[src/design/bda_pkg.sv]
// Shared constants, types and helper functions for the button debounce and activity block.
`default_nettype none
package bda_pkg;

   // Default parameter values.
   localparam int DEF_BUTTONS      = 3;
   localparam int DEF_HISTORY_BITS = 8;
   localparam int DEF_TIME_BITS    = 32;

   // Fixed widths of the stream and register fields.
   localparam int FIELD_BITS      = 3;
   localparam int NOW_BITS        = 32;
   localparam int TIMEOUT_BITS    = 8;
   localparam int CSR_INDEX_BITS  = 1;
   localparam int CSR_DATA_BITS   = 8;
   localparam int REQ_DATA_BITS   = 40;
   localparam int RSP_DATA_BITS   = 8;

   // Request tdata layout.
   localparam int PRESSED_LSB = 0;
   localparam int NOW_LSB     = PRESSED_LSB + FIELD_BITS;

   // Response tdata layout.
   localparam int EVENT_LSB  = 0;
   localparam int HELD_LSB   = EVENT_LSB + FIELD_BITS;
   localparam int ACTIVE_BIT = HELD_LSB + FIELD_BITS;
   localparam int RSP_USED   = ACTIVE_BIT + 1;

   // Debounce thresholds.
   localparam int HIST_BITS_MAX    = 16;
   localparam int ONES_BITS        = 5;
   localparam int PRESS_MIN_ONES   = 4;
   localparam int RELEASE_MAX_ONES = 4;
   localparam int WAKE_HISTORY     = 4;

   // Timeout scaling: one unit is five seconds of milliseconds.
   localparam int UNIT_SECONDS  = 5;
   localparam int MS_PER_SECOND = 1000;
   localparam int MS_PER_UNIT   = UNIT_SECONDS * MS_PER_SECOND;
   localparam int LIMIT_BITS    = 21;

   // Register indexes.
   localparam logic [CSR_INDEX_BITS-1:0] REG_HANDLER_MASK  = 1'd0;
   localparam logic [CSR_INDEX_BITS-1:0] REG_SLEEP_TIMEOUT = 1'd1;

   // Request kinds carried on tuser.
   localparam logic MODE_SAMPLE = 1'b0;
   localparam logic MODE_WAKE   = 1'b1;

   // What one button lane reports for the current transfer.
   typedef struct packed {
      logic press_event;
      logic held;
      logic recent;
   } lane_out_type;

   // Count the ones in a history word.
   function automatic logic [ONES_BITS-1:0] ones_in(input logic [HIST_BITS_MAX-1:0] value);
      logic [ONES_BITS-1:0] count;
      count = '0;
      for (int i = 0; i < HIST_BITS_MAX; i++) begin
         count = count + ONES_BITS'(value[i]);
      end
      return count;
   endfunction

endpackage
`default_nettype wire

[src/design/bda_lane.sv]
// One button lane: history shift register, press and handled latches, press timestamp.
`default_nettype none
module bda_lane #(
   parameter int HISTORY_BITS = bda_pkg::DEF_HISTORY_BITS,
   parameter int TIME_BITS    = bda_pkg::DEF_TIME_BITS
) (
   input  wire logic                            clock,
   input  wire logic                            reset,
   input  wire logic                            fire,
   input  wire logic                            wake,
   input  wire logic                            pressed,
   input  wire logic                            enable,
   input  wire logic [TIME_BITS-1:0]            now,
   input  wire logic [bda_pkg::LIMIT_BITS-1:0]  limit,
   output bda_pkg::lane_out_type                res
);
   import bda_pkg::*;

   localparam int CMP_BITS = (TIME_BITS > LIMIT_BITS) ? TIME_BITS : LIMIT_BITS;

   logic [HISTORY_BITS-1:0] hist_ff, hist_in;
   logic                    latched_ff, latched_in;
   logic                    done_ff, done_in;
   logic [TIME_BITS-1:0]    time_ff, time_in;

   logic [HISTORY_BITS-1:0] hist_shift;
   logic [ONES_BITS-1:0]    ones;
   logic                    stamp;
   logic                    event_fire;
   logic [TIME_BITS-1:0]    age;

   assign hist_shift = {hist_ff[HISTORY_BITS-2:0], pressed};
   assign ones       = ones_in(HIST_BITS_MAX'(hist_shift));

   // Next lane state for this transfer.
   always_comb begin
      hist_in    = hist_ff;
      latched_in = latched_ff;
      done_in    = done_ff;
      stamp      = 1'b0;
      event_fire = 1'b0;
      if (wake) begin
         hist_in    = HISTORY_BITS'(WAKE_HISTORY);
         latched_in = 1'b1;
         done_in    = 1'b1;
         stamp      = 1'b1;
      end else begin
         hist_in = hist_shift;
         if (pressed) begin
            if (ones >= ONES_BITS'(PRESS_MIN_ONES)) begin
               if (!latched_ff) begin
                  latched_in = 1'b1;
                  stamp      = 1'b1;
               end
               if (!done_ff && enable) begin
                  done_in    = 1'b1;
                  event_fire = 1'b1;
               end
            end
         end else if (ones <= ONES_BITS'(RELEASE_MAX_ONES)) begin
            latched_in = 1'b0;
            done_in    = 1'b0;
         end
      end
      time_in = stamp ? now : time_ff;
   end

   // A fresh stamp has age zero; otherwise age the stored timestamp.
   assign age = now - time_ff;

   always_comb begin
      res.press_event = event_fire;
      res.held        = latched_in;
      res.recent      = stamp || (CMP_BITS'(age) < CMP_BITS'(limit));
   end

   // Lane state registers.
   always_ff @(posedge clock) begin
      if (reset) begin
         hist_ff    <= '0;
         latched_ff <= 1'b0;
         done_ff    <= 1'b0;
         time_ff    <= '0;
      end else if (fire) begin
         hist_ff    <= hist_in;
         latched_ff <= latched_in;
         done_ff    <= done_in;
         time_ff    <= time_in;
      end
   end

endmodule
`default_nettype wire

[src/design/bda_merge.sv]
// Merge stage: combines the lane reports into one response and holds it in the output register.
`default_nettype none
module bda_merge #(
   parameter int BUTTONS = bda_pkg::DEF_BUTTONS
) (
   input  wire logic                               clock,
   input  wire logic                               reset,
   input  wire logic                               fire,
   input  wire logic                               always_active,
   input  wire bda_pkg::lane_out_type              lane_res [BUTTONS],
   output logic                                    in_ready,
   output logic                                    out_valid,
   input  wire logic                               out_ready,
   output logic [bda_pkg::RSP_DATA_BITS-1:0]       out_data
);
   import bda_pkg::*;

   logic [FIELD_BITS-1:0]    events;
   logic [FIELD_BITS-1:0]    held;
   logic                     active;
   logic                     valid_ff, valid_in;
   logic [RSP_DATA_BITS-1:0] data_ff, data_in;

   // Only the first few buttons appear in the response fields.
   for (genvar b = 0; b < FIELD_BITS; b++) begin : g_field
      if (b < BUTTONS) begin : g_lane
         assign events[b] = lane_res[b].press_event;
         assign held[b]   = lane_res[b].held;
      end else begin : g_none
         assign events[b] = 1'b0;
         assign held[b]   = 1'b0;
      end
   end

   // Active when the timeout is disabled or any lane saw a recent press.
   always_comb begin
      active = always_active;
      for (int b = 0; b < BUTTONS; b++) begin
         active = active | lane_res[b].recent;
      end
   end

   // A new transfer can enter whenever the output register is empty or draining.
   assign in_ready = !valid_ff || out_ready;

   always_comb begin
      valid_in = valid_ff;
      data_in  = data_ff;
      if (fire) begin
         valid_in = 1'b1;
         data_in  = {{(RSP_DATA_BITS - RSP_USED){1'b0}}, active, held, events};
      end else if (out_ready) begin
         valid_in = 1'b0;
      end
   end

   always_ff @(posedge clock) begin
      if (reset) begin
         valid_ff <= 1'b0;
      end else begin
         valid_ff <= valid_in;
      end
   end

   always_ff @(posedge clock) begin
      data_ff <= data_in;
   end

   assign out_valid = valid_ff;
   assign out_data  = data_ff;

endmodule
`default_nettype wire

[src/design/button_debounce_activity.sv]
// Top level: three-button history-count debouncer with press events and an activity flag.
// A response is registered in the cycle after its request transfer.
// Throughput: one request per cycle while responses are taken; the output register lets the
// next request in while the current response drains.
// Reset clears every lane's history, latches and timestamp, the handler mask and the
// timeout; there is no clearing pass, so requests are taken from the first cycle after reset.
`default_nettype none
module button_debounce_activity #(
   parameter int BUTTONS      = bda_pkg::DEF_BUTTONS,
   parameter int HISTORY_BITS = bda_pkg::DEF_HISTORY_BITS,
   parameter int TIME_BITS    = bda_pkg::DEF_TIME_BITS
) (
   input  wire logic                                clock,
   input  wire logic                                reset,
   // Request stream.
   input  wire logic                                req_tvalid,
   output logic                                     req_tready,
   input  wire logic [bda_pkg::REQ_DATA_BITS-1:0]   req_tdata,  // pressed_now[2:0], now_ms[34:3]
   input  wire logic                                req_tuser,  // mode
   // Response stream.
   output logic                                     rsp_tvalid,
   input  wire logic                                rsp_tready,
   output logic [bda_pkg::RSP_DATA_BITS-1:0]        rsp_tdata,  // press_event[2:0], held[5:3],
                                                                // active[6]
   // Register write port.
   input  wire logic                                csr_we,
   input  wire logic [bda_pkg::CSR_INDEX_BITS-1:0]  csr_index,
   input  wire logic [bda_pkg::CSR_DATA_BITS-1:0]   csr_wdata
);
   import bda_pkg::*;

   logic [FIELD_BITS-1:0] mask_ff, mask_in;
   logic [LIMIT_BITS-1:0] limit_ff, limit_in;

   logic                  fire;
   logic                  wake;
   logic [FIELD_BITS-1:0] pressed_now;
   logic [TIME_BITS-1:0]  now_t;
   lane_out_type          lane_res [BUTTONS];

   // Register writes; the timeout is kept prescaled to milliseconds.
   always_comb begin
      mask_in  = mask_ff;
      limit_in = limit_ff;
      if (csr_we) begin
         unique case (csr_index)
            REG_HANDLER_MASK:  mask_in  = csr_wdata[FIELD_BITS-1:0];
            REG_SLEEP_TIMEOUT: limit_in = LIMIT_BITS'(csr_wdata[TIMEOUT_BITS-1:0])
                                          * LIMIT_BITS'(MS_PER_UNIT);
            default: ;
         endcase
      end
   end

   always_ff @(posedge clock) begin
      if (reset) begin
         mask_ff  <= '0;
         limit_ff <= '0;
      end else begin
         mask_ff  <= mask_in;
         limit_ff <= limit_in;
      end
   end

   // Request unpacking.
   assign fire        = req_tvalid && req_tready;
   assign wake        = (req_tuser == MODE_WAKE);
   assign pressed_now = req_tdata[PRESSED_LSB +: FIELD_BITS];

   if (TIME_BITS <= NOW_BITS) begin : g_now_narrow
      assign now_t = req_tdata[NOW_LSB +: TIME_BITS];
   end else begin : g_now_wide
      assign now_t = {{(TIME_BITS - NOW_BITS){1'b0}}, req_tdata[NOW_LSB +: NOW_BITS]};
   end

   // One lane per button; buttons beyond the field width never sample pressed nor fire.
   for (genvar b = 0; b < BUTTONS; b++) begin : g_lane
      logic lane_pressed;
      logic lane_enable;
      if (b < FIELD_BITS) begin : g_mapped
         assign lane_pressed = pressed_now[b];
         assign lane_enable  = mask_ff[b];
      end else begin : g_unmapped
         assign lane_pressed = 1'b0;
         assign lane_enable  = 1'b0;
      end

      bda_lane #(
         .HISTORY_BITS (HISTORY_BITS),
         .TIME_BITS    (TIME_BITS)
      ) u_lane (
         .clock   (clock),
         .reset   (reset),
         .fire    (fire),
         .wake    (wake),
         .pressed (lane_pressed),
         .enable  (lane_enable),
         .now     (now_t),
         .limit   (limit_ff),
         .res     (lane_res[b])
      );
   end

   // Merge the lanes and register the response.
   bda_merge #(
      .BUTTONS (BUTTONS)
   ) u_merge (
      .clock         (clock),
      .reset         (reset),
      .fire          (fire),
      .always_active (limit_ff == '0),
      .lane_res      (lane_res),
      .in_ready      (req_tready),
      .out_valid     (rsp_tvalid),
      .out_ready     (rsp_tready),
      .out_data      (rsp_tdata)
   );

endmodule
`default_nettype wire
[config.mk]
export PLATFORM = sky130hd
export DESIGN_NAME = button_debounce_activity
export DESIGN_NICKNAME = d
export VERILOG_FILES = /design/src/design/bda_pkg.sv /design/src/design/bda_lane.sv /design/src/design/bda_merge.sv /design/src/design/button_debounce_activity.sv
export SDC_FILE = /design/constraint.sdc
export NUM_CORES = 1
export LEC_CHECK = 0
export BUFFER_PORTS_ARGS = -buffer_cell sky130_fd_sc_hd__buf_2
export CAP_MARGIN = 10
export CORE_ASPECT_RATIO = 0.75
export CORE_MARGIN = 5
export CORE_UTILIZATION = 50
export DETAILED_ROUTE_END_ITERATION = 8
export PLACE_DENSITY = 0.7
export SKIP_CTS_REPAIR_TIMING = 1
export SYNTH_ARGS = -nofsm -noshare
export SYNTH_HDL_FRONTEND = slang
export SYNTH_HIERARCHICAL = 1
export SYNTH_SLANG_ARGS = --single-unit
[constraint.sdc]
create_clock -name clock -period 4.6 [get_ports clock]
set_clock_uncertainty 0.2 [all_clocks]
set_input_delay 0.69 -clock clock [delete_from_list [all_inputs] [get_ports clock]]
set_output_delay 0.69 -clock clock [all_outputs]
set_load 0.03 [all_outputs]
==> results.md, run 1 <==
* Status: complete, but fails checks
* Violated checks: negative setup slack
* Commonest cells after routing, fill and taps aside: 305 x nand2_1, 244 x inv_1, 221 x a21oi_1, 194 x ha_1, 143 x dfxtp_1
* Peak VDD IR at 0.240 mV
* Worst setup EP type: register
* H-tree depth at 4
* Routability cong. at 0.915
* Drt via density at 5.68
* Global-route wire length before repair at 66700 µm
* Cell family with most CP delay: compound AO/OA/AOI/OAI gates
* Post-synth top area share at 20.0%
* Total track usage at 25.1%
* Synth Register Bits at 152
* Share of cells above drive strength 1 at 14.9%
* CP Max Fanout at 6
* Hpwl dp at 31300 µm
* Syn Area/Cell at ~7.5 µm²
* Commonest non-fill, non-tap cell in the layout: nand2_1
* Worst Path Required at 4.71 ns
* # diodes at 0
* Fin crit share at 102%
* Number of buffers added on ports at 58
* Final hold vios at 0
* Clock Pin Slew Worst Setup and Hold Paths at 0.06 ns
* Post-synth top area cell: dfxtp_1
* Clock root cell: clkbuf_16
* Finished Cell Area at 17100 µm²
* F_max at 213 MHz
* Yosys warnings at 6
* Grt ovf at 0
* Routed len/inst at 16.5 µm
* Static leakage at 7.09 nW
* RSZ-0062 raised after global routing: yes
* Layout Nets at 2363
* Area after DPL at 16100 µm²
* Hold Startpoint: g_lane[2].u_lane/time_ff[23]
* Gate power share at between 40% and 50%
* Initial core utilization at roughly 50%
* Max-slew violations at 0
* Residual DRC at 0
* Max_cap viols at 0
* Width of the die at roughly 210 µm
* Largest net degree at the start of global routing at 84
* Final Util at 59.1%
* Critical path launch point type: input port
* Dominant cells by area after synthesis: dfxtp_1 20%, ha_1 17%, nand2_1 7.9%
* Crit path DAT at 4.80 ns
* TNS Setup at -0.0881 ns
* Vias in the first global route at ~13000
* Layout fillers at 2653
* # IOs at 65
* CTS tree: done
* WP buf/inv at 4
* Area growth syn-to-layout at 17.6%
* Post-Route WL at roughly 40000 µm
* Final setup viols at 1
* Detail Route Antenna Nets at 0
* CP Class: in2reg
* Initial antenna violation count at 1
* Hold Path Depth at 2
* 1st-pass router iterations at 6
* Worst-case reg-to-reg path depth at 20
* Pre-CTS WS at -0.560 ns
* Hold WC Path Type: reg2reg
* Die Y-Extent at approximately 160 µm
* Fin worst setup slack at -0.0881 ns
* Reg2reg end: u_merge/out_data[6]
* Rel. slew slack at 38.6%
* Synth Flop Type: dfxtp_1
* Fin crit period at between 4 and 5 ns
* Tightest Pin Transition at 0.921 ns
* Die Area at between 30000 and 40000 µm²
* WHS at 0.254 ns
* Switching power of the nets at 1.89 mW
* PD cells at roughly 300 nW/µm²
* Worst r2r src: g_lane[0].u_lane/time_ff[0]
* Flop pwr share at 29.1%
* Clock sink count at 152
* Sequential share of the synthesized area at roughly 21%
* Post-Syn Area at 14500 µm²
* Maximum root-to-sink buffer count at 2
* Worst path cell trace: buf_6 -> inv_4 -> ha_4 -> inv_2 -> fa_2 -> a21oi_4 -> o211ai_1 -> a211oi_2 -> buf_4 -> nand2b_4 -> o21ai_2 -> xor2_1 -> ha_1 -> a21oi_2 -> o22ai_1 -> a2111oi_1 -> and3_1 -> nand4_1 -> a2111oi_4 -> o311ai_2 -> o31ai_1 -> or4_1
* Yosys cell types at 78
* Vias at around 14000
* Clk Latency, worst-skew pair at 0.44 ns
* TritonCTS Buffers at 17
* Clock power frac at approximately 29%
* Core ar. at 28900 µm²
* Switching share of power at 37.1%
* Synth async-reset ratio at 0%
* Cells after Synth at roughly 1900
* Worst Hold Path EP: g_lane[2].u_lane/time_ff[23]
* Starting DRT DRC Count at 846
* Internal at roughly 3.2 mW
* Critical path's slowest cell: fa_2
* Slowest stage delay, CP at ~0.40 ns
* Number of enable flip-flop cells after synthesis at 7
* R2R Setup Slk at -0.03 ns
* # rows at 54
==> registers in the layout, indices dropped and copies added, names as in the netlist <==
register	cells
g_lane.u_lane/hist_ff	21
u_merge/out_valid	1
u_merge/out_data	7
g_lane.u_lane/done_ff	3
limit_ff	18
mask_ff	3
g_lane.u_lane/time_ff	96
g_lane.u_lane/latched_ff	3
==> cells in the mapped netlist, drive strengths merged, types with 4 or more instances <==
| master | instances |
|---|---|
| a2111oi | 5 |
| a211o | 6 |
| a211oi | 9 |
| a21boi | 4 |
| a21o | 46 |
| a21oi | 235 |
| a221o | 5 |
| a221oi | 15 |
| a311oi | 4 |
| a31oi | 20 |
| and2 | 14 |
| and3 | 14 |
| and4 | 4 |
| buf | 12 |
| clkbuf | 69 |
| dfxtp | 145 |
| edfxtp | 7 |
| fa | 27 |
| ha | 201 |
| inv | 248 |
| mux2i | 13 |
| nand2 | 307 |
| nand2b | 25 |
| nand3 | 43 |
| nand3b | 19 |
| nand4 | 22 |
| nor2 | 77 |
| nor2b | 37 |
| nor3 | 24 |
| nor3b | 7 |
| nor4 | 8 |
| o2111ai | 6 |
| o211ai | 14 |
| o21a | 19 |
| o21ai | 73 |
| o21bai | 22 |
| o22ai | 19 |
| o311ai | 5 |
| o31ai | 8 |
| xnor2 | 43 |
| xor2 | 27 |
==> kinds of logic after synthesis <==
group | after synthesis | share of synthesized area [%]
adders and majority gates | 228 | 21.1
DFF | 152 | 21.5
xor gates and xnor gates | 70 | 4.23
and+or+nand+nor | 615 | 19.9
muxes | 13 | 0.897
buffers and inverters | 329 | 8.77
other | 2 | 0.0518
AOI/OAI and AO/OA | 530 | 23.7
==> worst max-delay path by stage <==
stage                 startpoint             endpoint  slack [ns]  cells after the start
floorplan           req_tdata[3]  u_merge/out_data[6]        0.04                     20
global placement    req_tdata[3]  u_merge/out_data[6]       -0.50                     21
detailed placement  req_tdata[3]  u_merge/out_data[6]       -0.56                     21
CTS                 req_tdata[3]  u_merge/out_data[6]       -0.14                     21
global route        req_tdata[3]  u_merge/out_data[6]       -0.29                     22
finish              req_tdata[3]  u_merge/out_data[6]       -0.09                     22
==> through the flow <==
stage | power, mW | instances
2_1_floorplan | 2.91 | 1947
6_report | 5.10 | 2484
4_1_cts | 5.06 | 2480
3_5_place_dp | 3.55 | 2449
3_3_place_gp | 3.49 | 2449
5_1_grt | 5.47 | 2484
==> worst min-delay path: stages (launching register included) <==
cell     delay (ns)
dfxtp_1        0.31
nand2_1        0.05
a21oi_1        0.05
==> final cells by class <==
type / count / area, µm² / share of cell area [%]
Timing Repair Buffer: 195 / 1450 / 8.48
Clock buffer: 20 / 457 / 2.68
Multi-Input combinational cell: 1466 / 10500 / 61.4
Clock inverter: 11 / 146 / 0.858
Sequential cell: 152 / 3120 / 18.3
Inverter: 248 / 933 / 5.47
Tap cell: 392 / 490 / 2.88
==> metal layers <==
| metal | GRT usage [%] | vias up | share of wire, % |
|---|---|---|---|
| li1 | - | 6969 | - |
| met1 | 36.4 | 6668 | 48 |
| met2 | 39.8 | 414 | 44 |
| met3 | 3.25 | 53 | 6.3 |
| met4 | 6.07 | 0 | 1.6 |
| met5 | 0 | - | 0 |
==> power by group through the flow <==
stage	Sequential, mW	Clock (mW)	Combinational (mW)
final	1.49	1.48	2.14
after global routing	1.49	1.58	2.40
after CTS	1.48	1.52	2.06
after detailed placement	1.51	0	2.04
after global placement	1.51	0	1.98
after floorplan	1.48	0	1.44
(Power assumes the default switching activity.)
==> run 2, diff against run 1 <==
PLACE_DENSITY = unset   (was 0.7)
PLACE_DENSITY_LB_ADDON = 0.1   (was unset)
SKIP_LAST_GASP = 1   (was unset)
==> run 2 against run 1 <==
Net effect:
- the flow still finishes with violations (negative setup slack)
- maximum frequency rose by 0.23%
- largest power group unchanged
- cell area fell by 0.34%
- worst setup slack gained 0.011 ns
- cell count is 0.89% higher
- clock power shrank 4%
- hold slack worse by 0.0018 ns
- core utilization down 0.20 points
- critical path type unchanged
- global-route usage rose by 0.53 points
- count of clock-buffer cells in the layout down 1
- first-iteration DRC count fell by 11%
==> results.md, run 2 (synthesis gave the netlist of run 1 again) <==
* # rows at 54
* Hold Path Depth at 2
* Worst Path Required at between 4 and 5 ns
* CTS tree: done
* Worst Hold Path EP: g_lane[0].u_lane/time_ff[17]
* Die Area at 32600 µm²
* Top reg by flops: g_lane.u_lane/time_ff
* Hold WC Path Type: reg2reg
* Residual DRC at 0
* Worst setup EP type: register
* Max_cap viols at 0
* Final hold vios at 0
* Top flop regs: g_lane.u_lane/time_ff: 96 flops, g_lane.u_lane/hist_ff: 21 flops, limit_ff: 18 flops
* Worst-case reg-to-reg path depth at 21
* Width of the die at 207 µm
* Status: complete, but fails checks
* RSZ-0062 raised after global routing: yes
* Post-Route WL at 41700 µm
* TritonCTS Buffers at 17
* Drt via density at 5.54
* Number of buffers added on ports at 58
* Tightest Pin Transition at 0.814 ns
* Static leakage at about 7.2 nW
* # IOs at 65
* Largest net degree at the start of global routing at 68
* Pre-CTS WS at -0.611 ns
* Core ar. at 28900 µm²
* R2R Setup Slk at -0.07 ns
* Final setup viols at 1
* Clock Pin Slew Worst Setup and Hold Paths at 0.06 ns
* Violated checks: negative setup slack
* Global-route wire length before repair at 67000 µm
* CP Max Fanout at 3
* Max-slew violations at 0
* Share of cells above drive strength 1 at between 10% and 20%
* Crit path DAT at about 4.8 ns
* Die Y-Extent at 158 µm
* Clock root cell: clkbuf_16
* # diodes at 0
* Initial core utilization at 50.3%
* Hpwl dp at 32400 µm
* Routability cong. at a little under 1
* Fin worst setup slack at -0.0776 ns
* Starting DRT DRC Count at 750
* Rel. slew slack at between 40% and 50%
* PD cells at 297 nW/µm²
* Commonest non-fill, non-tap cell in the layout: nand2_1
* Vias in the first global route at 13200
* Initial antenna violation count at 0
* Final Util at 58.9%
* Max FFs per register at 96
* Routed len/inst at between 15 and 20 µm
* Area growth syn-to-layout at 17.2%
* 1st-pass router iterations at 5
* Clk Latency, worst-skew pair at around 0.45 ns
* Grt ovf at 0
* Critical path launch point type: input port
* Storage cell area at ~3100 µm²
* Reg2reg end: u_merge/out_data[6]
* Maximum root-to-sink buffer count at 2
* H-tree depth at 4
* Vias at 13900
* Area of the multi-input gates at 10300 µm²
* Layout Nets at 2384
* Fin crit period at 4.68 ns
* Worst r2r src: g_lane[0].u_lane/time_ff[0]
* CP Class: in2reg
* F_max at 214 MHz
* Layout fillers at 2746
* Crit path from: req_tdata[3]
* Peak VDD IR at 0.248 mV
* Detail Route Antenna Nets at 0
* Commonest cells after routing, fill and taps aside: 306 x nand2_1, 245 x inv_1, 222 x a21oi_1, 196 x ha_1, 153 x buf_4
* Total track usage at 25.6%
* Hold Startpoint: g_lane[0].u_lane/time_ff[17]
* Clock sink count at 152
* Fin crit share at 102%
-- run 2: cell types whose count changed in the layout (fill, tap and decap cells not counted), moves of 3 or more --
cell	previous run	this run
a2111oi_2	0	4
a2111oi_4	3	0
a31oi_4	4	1
buf_12	9	6
buf_4	129	153
inv_6	1	6
-- run 2: cell type report --
class                      count  area share (%)
inverter                     248            5.48
timing repair buffer         216            9.18
clock inverter                13           0.795
multi-input combinational   1466            60.7
clock buffer                  19            2.61
sequential                   152            18.3
tap                          392            2.89
-- run 2: how the worst max path moves through the flow --
stage                                to  slack, ns  cells past startpoint
floorplan           u_merge/out_data[6]       0.04                     20
global placement    u_merge/out_data[6]      -0.58                     23
detailed placement  u_merge/out_data[6]      -0.61                     22
CTS                 u_merge/out_data[6]      -0.20                     23
global route        u_merge/out_data[6]      -0.26                     21
finish              u_merge/out_data[6]      -0.08                     23
-- run 2: per-stage QoR --
| step | hold slack (ns) | TNS (ns) | power [mW] | instances | area (µm²) |
|---|---|---|---|---|---|
| floorplan | 0.236 | 0 | 2.91 | 1947 | 14600 |
| finish | 0.252 | -0.0776 | 5.04 | 2506 | 17000 |
| detailed placement | 0.246 | -3.45 | 3.58 | 2465 | 16200 |
| global route | 0.272 | -0.261 | 5.41 | 2506 | 17000 |
| global placement | 0.242 | -1.16 | 3.54 | 2465 | 16200 |
| CTS | 0.255 | -0.195 | 5.02 | 2497 | 16800 |
-- run 2: critical path: stages --
cell	delay, ns
buf_6	0.10
inv_2	0.07
ha_4	0.15
inv_2	0.04
fa_2	0.37
a21oi_2	0.20
o211ai_1	0.15
a211oi_2	0.35
buf_4	0.18
nand2b_4	0.12
o21ai_2	0.06
xor2_1	0.17
ha_1	0.32
a21oi_2	0.16
o22ai_2	0.08
a2111oi_2	0.33
and3_1	0.20
nand4_1	0.11
a2111oi_2	0.29
o311ai_1	0.15
o31ai_1	0.25
buf_4	0.17
or4_1	0.10
-- run 2: where the power goes --
part / leakage, nW / internal, mW / switching [mW]
combinational: 5.63 / 0.935 / 1.20
sequential: 1.25 / 1.40 / 0.0818
clock: 0.278 / 0.775 / 0.647
-- run 2: routing by layer --
metal	vias up	share of wire [%]	global-route usage [%]
met5	-	0	0
met4	0	1.3	5.38
met3	33	6.3	4.24
met2	335	42	39.0
met1	6503	51	38.2
li1	7014	-	-
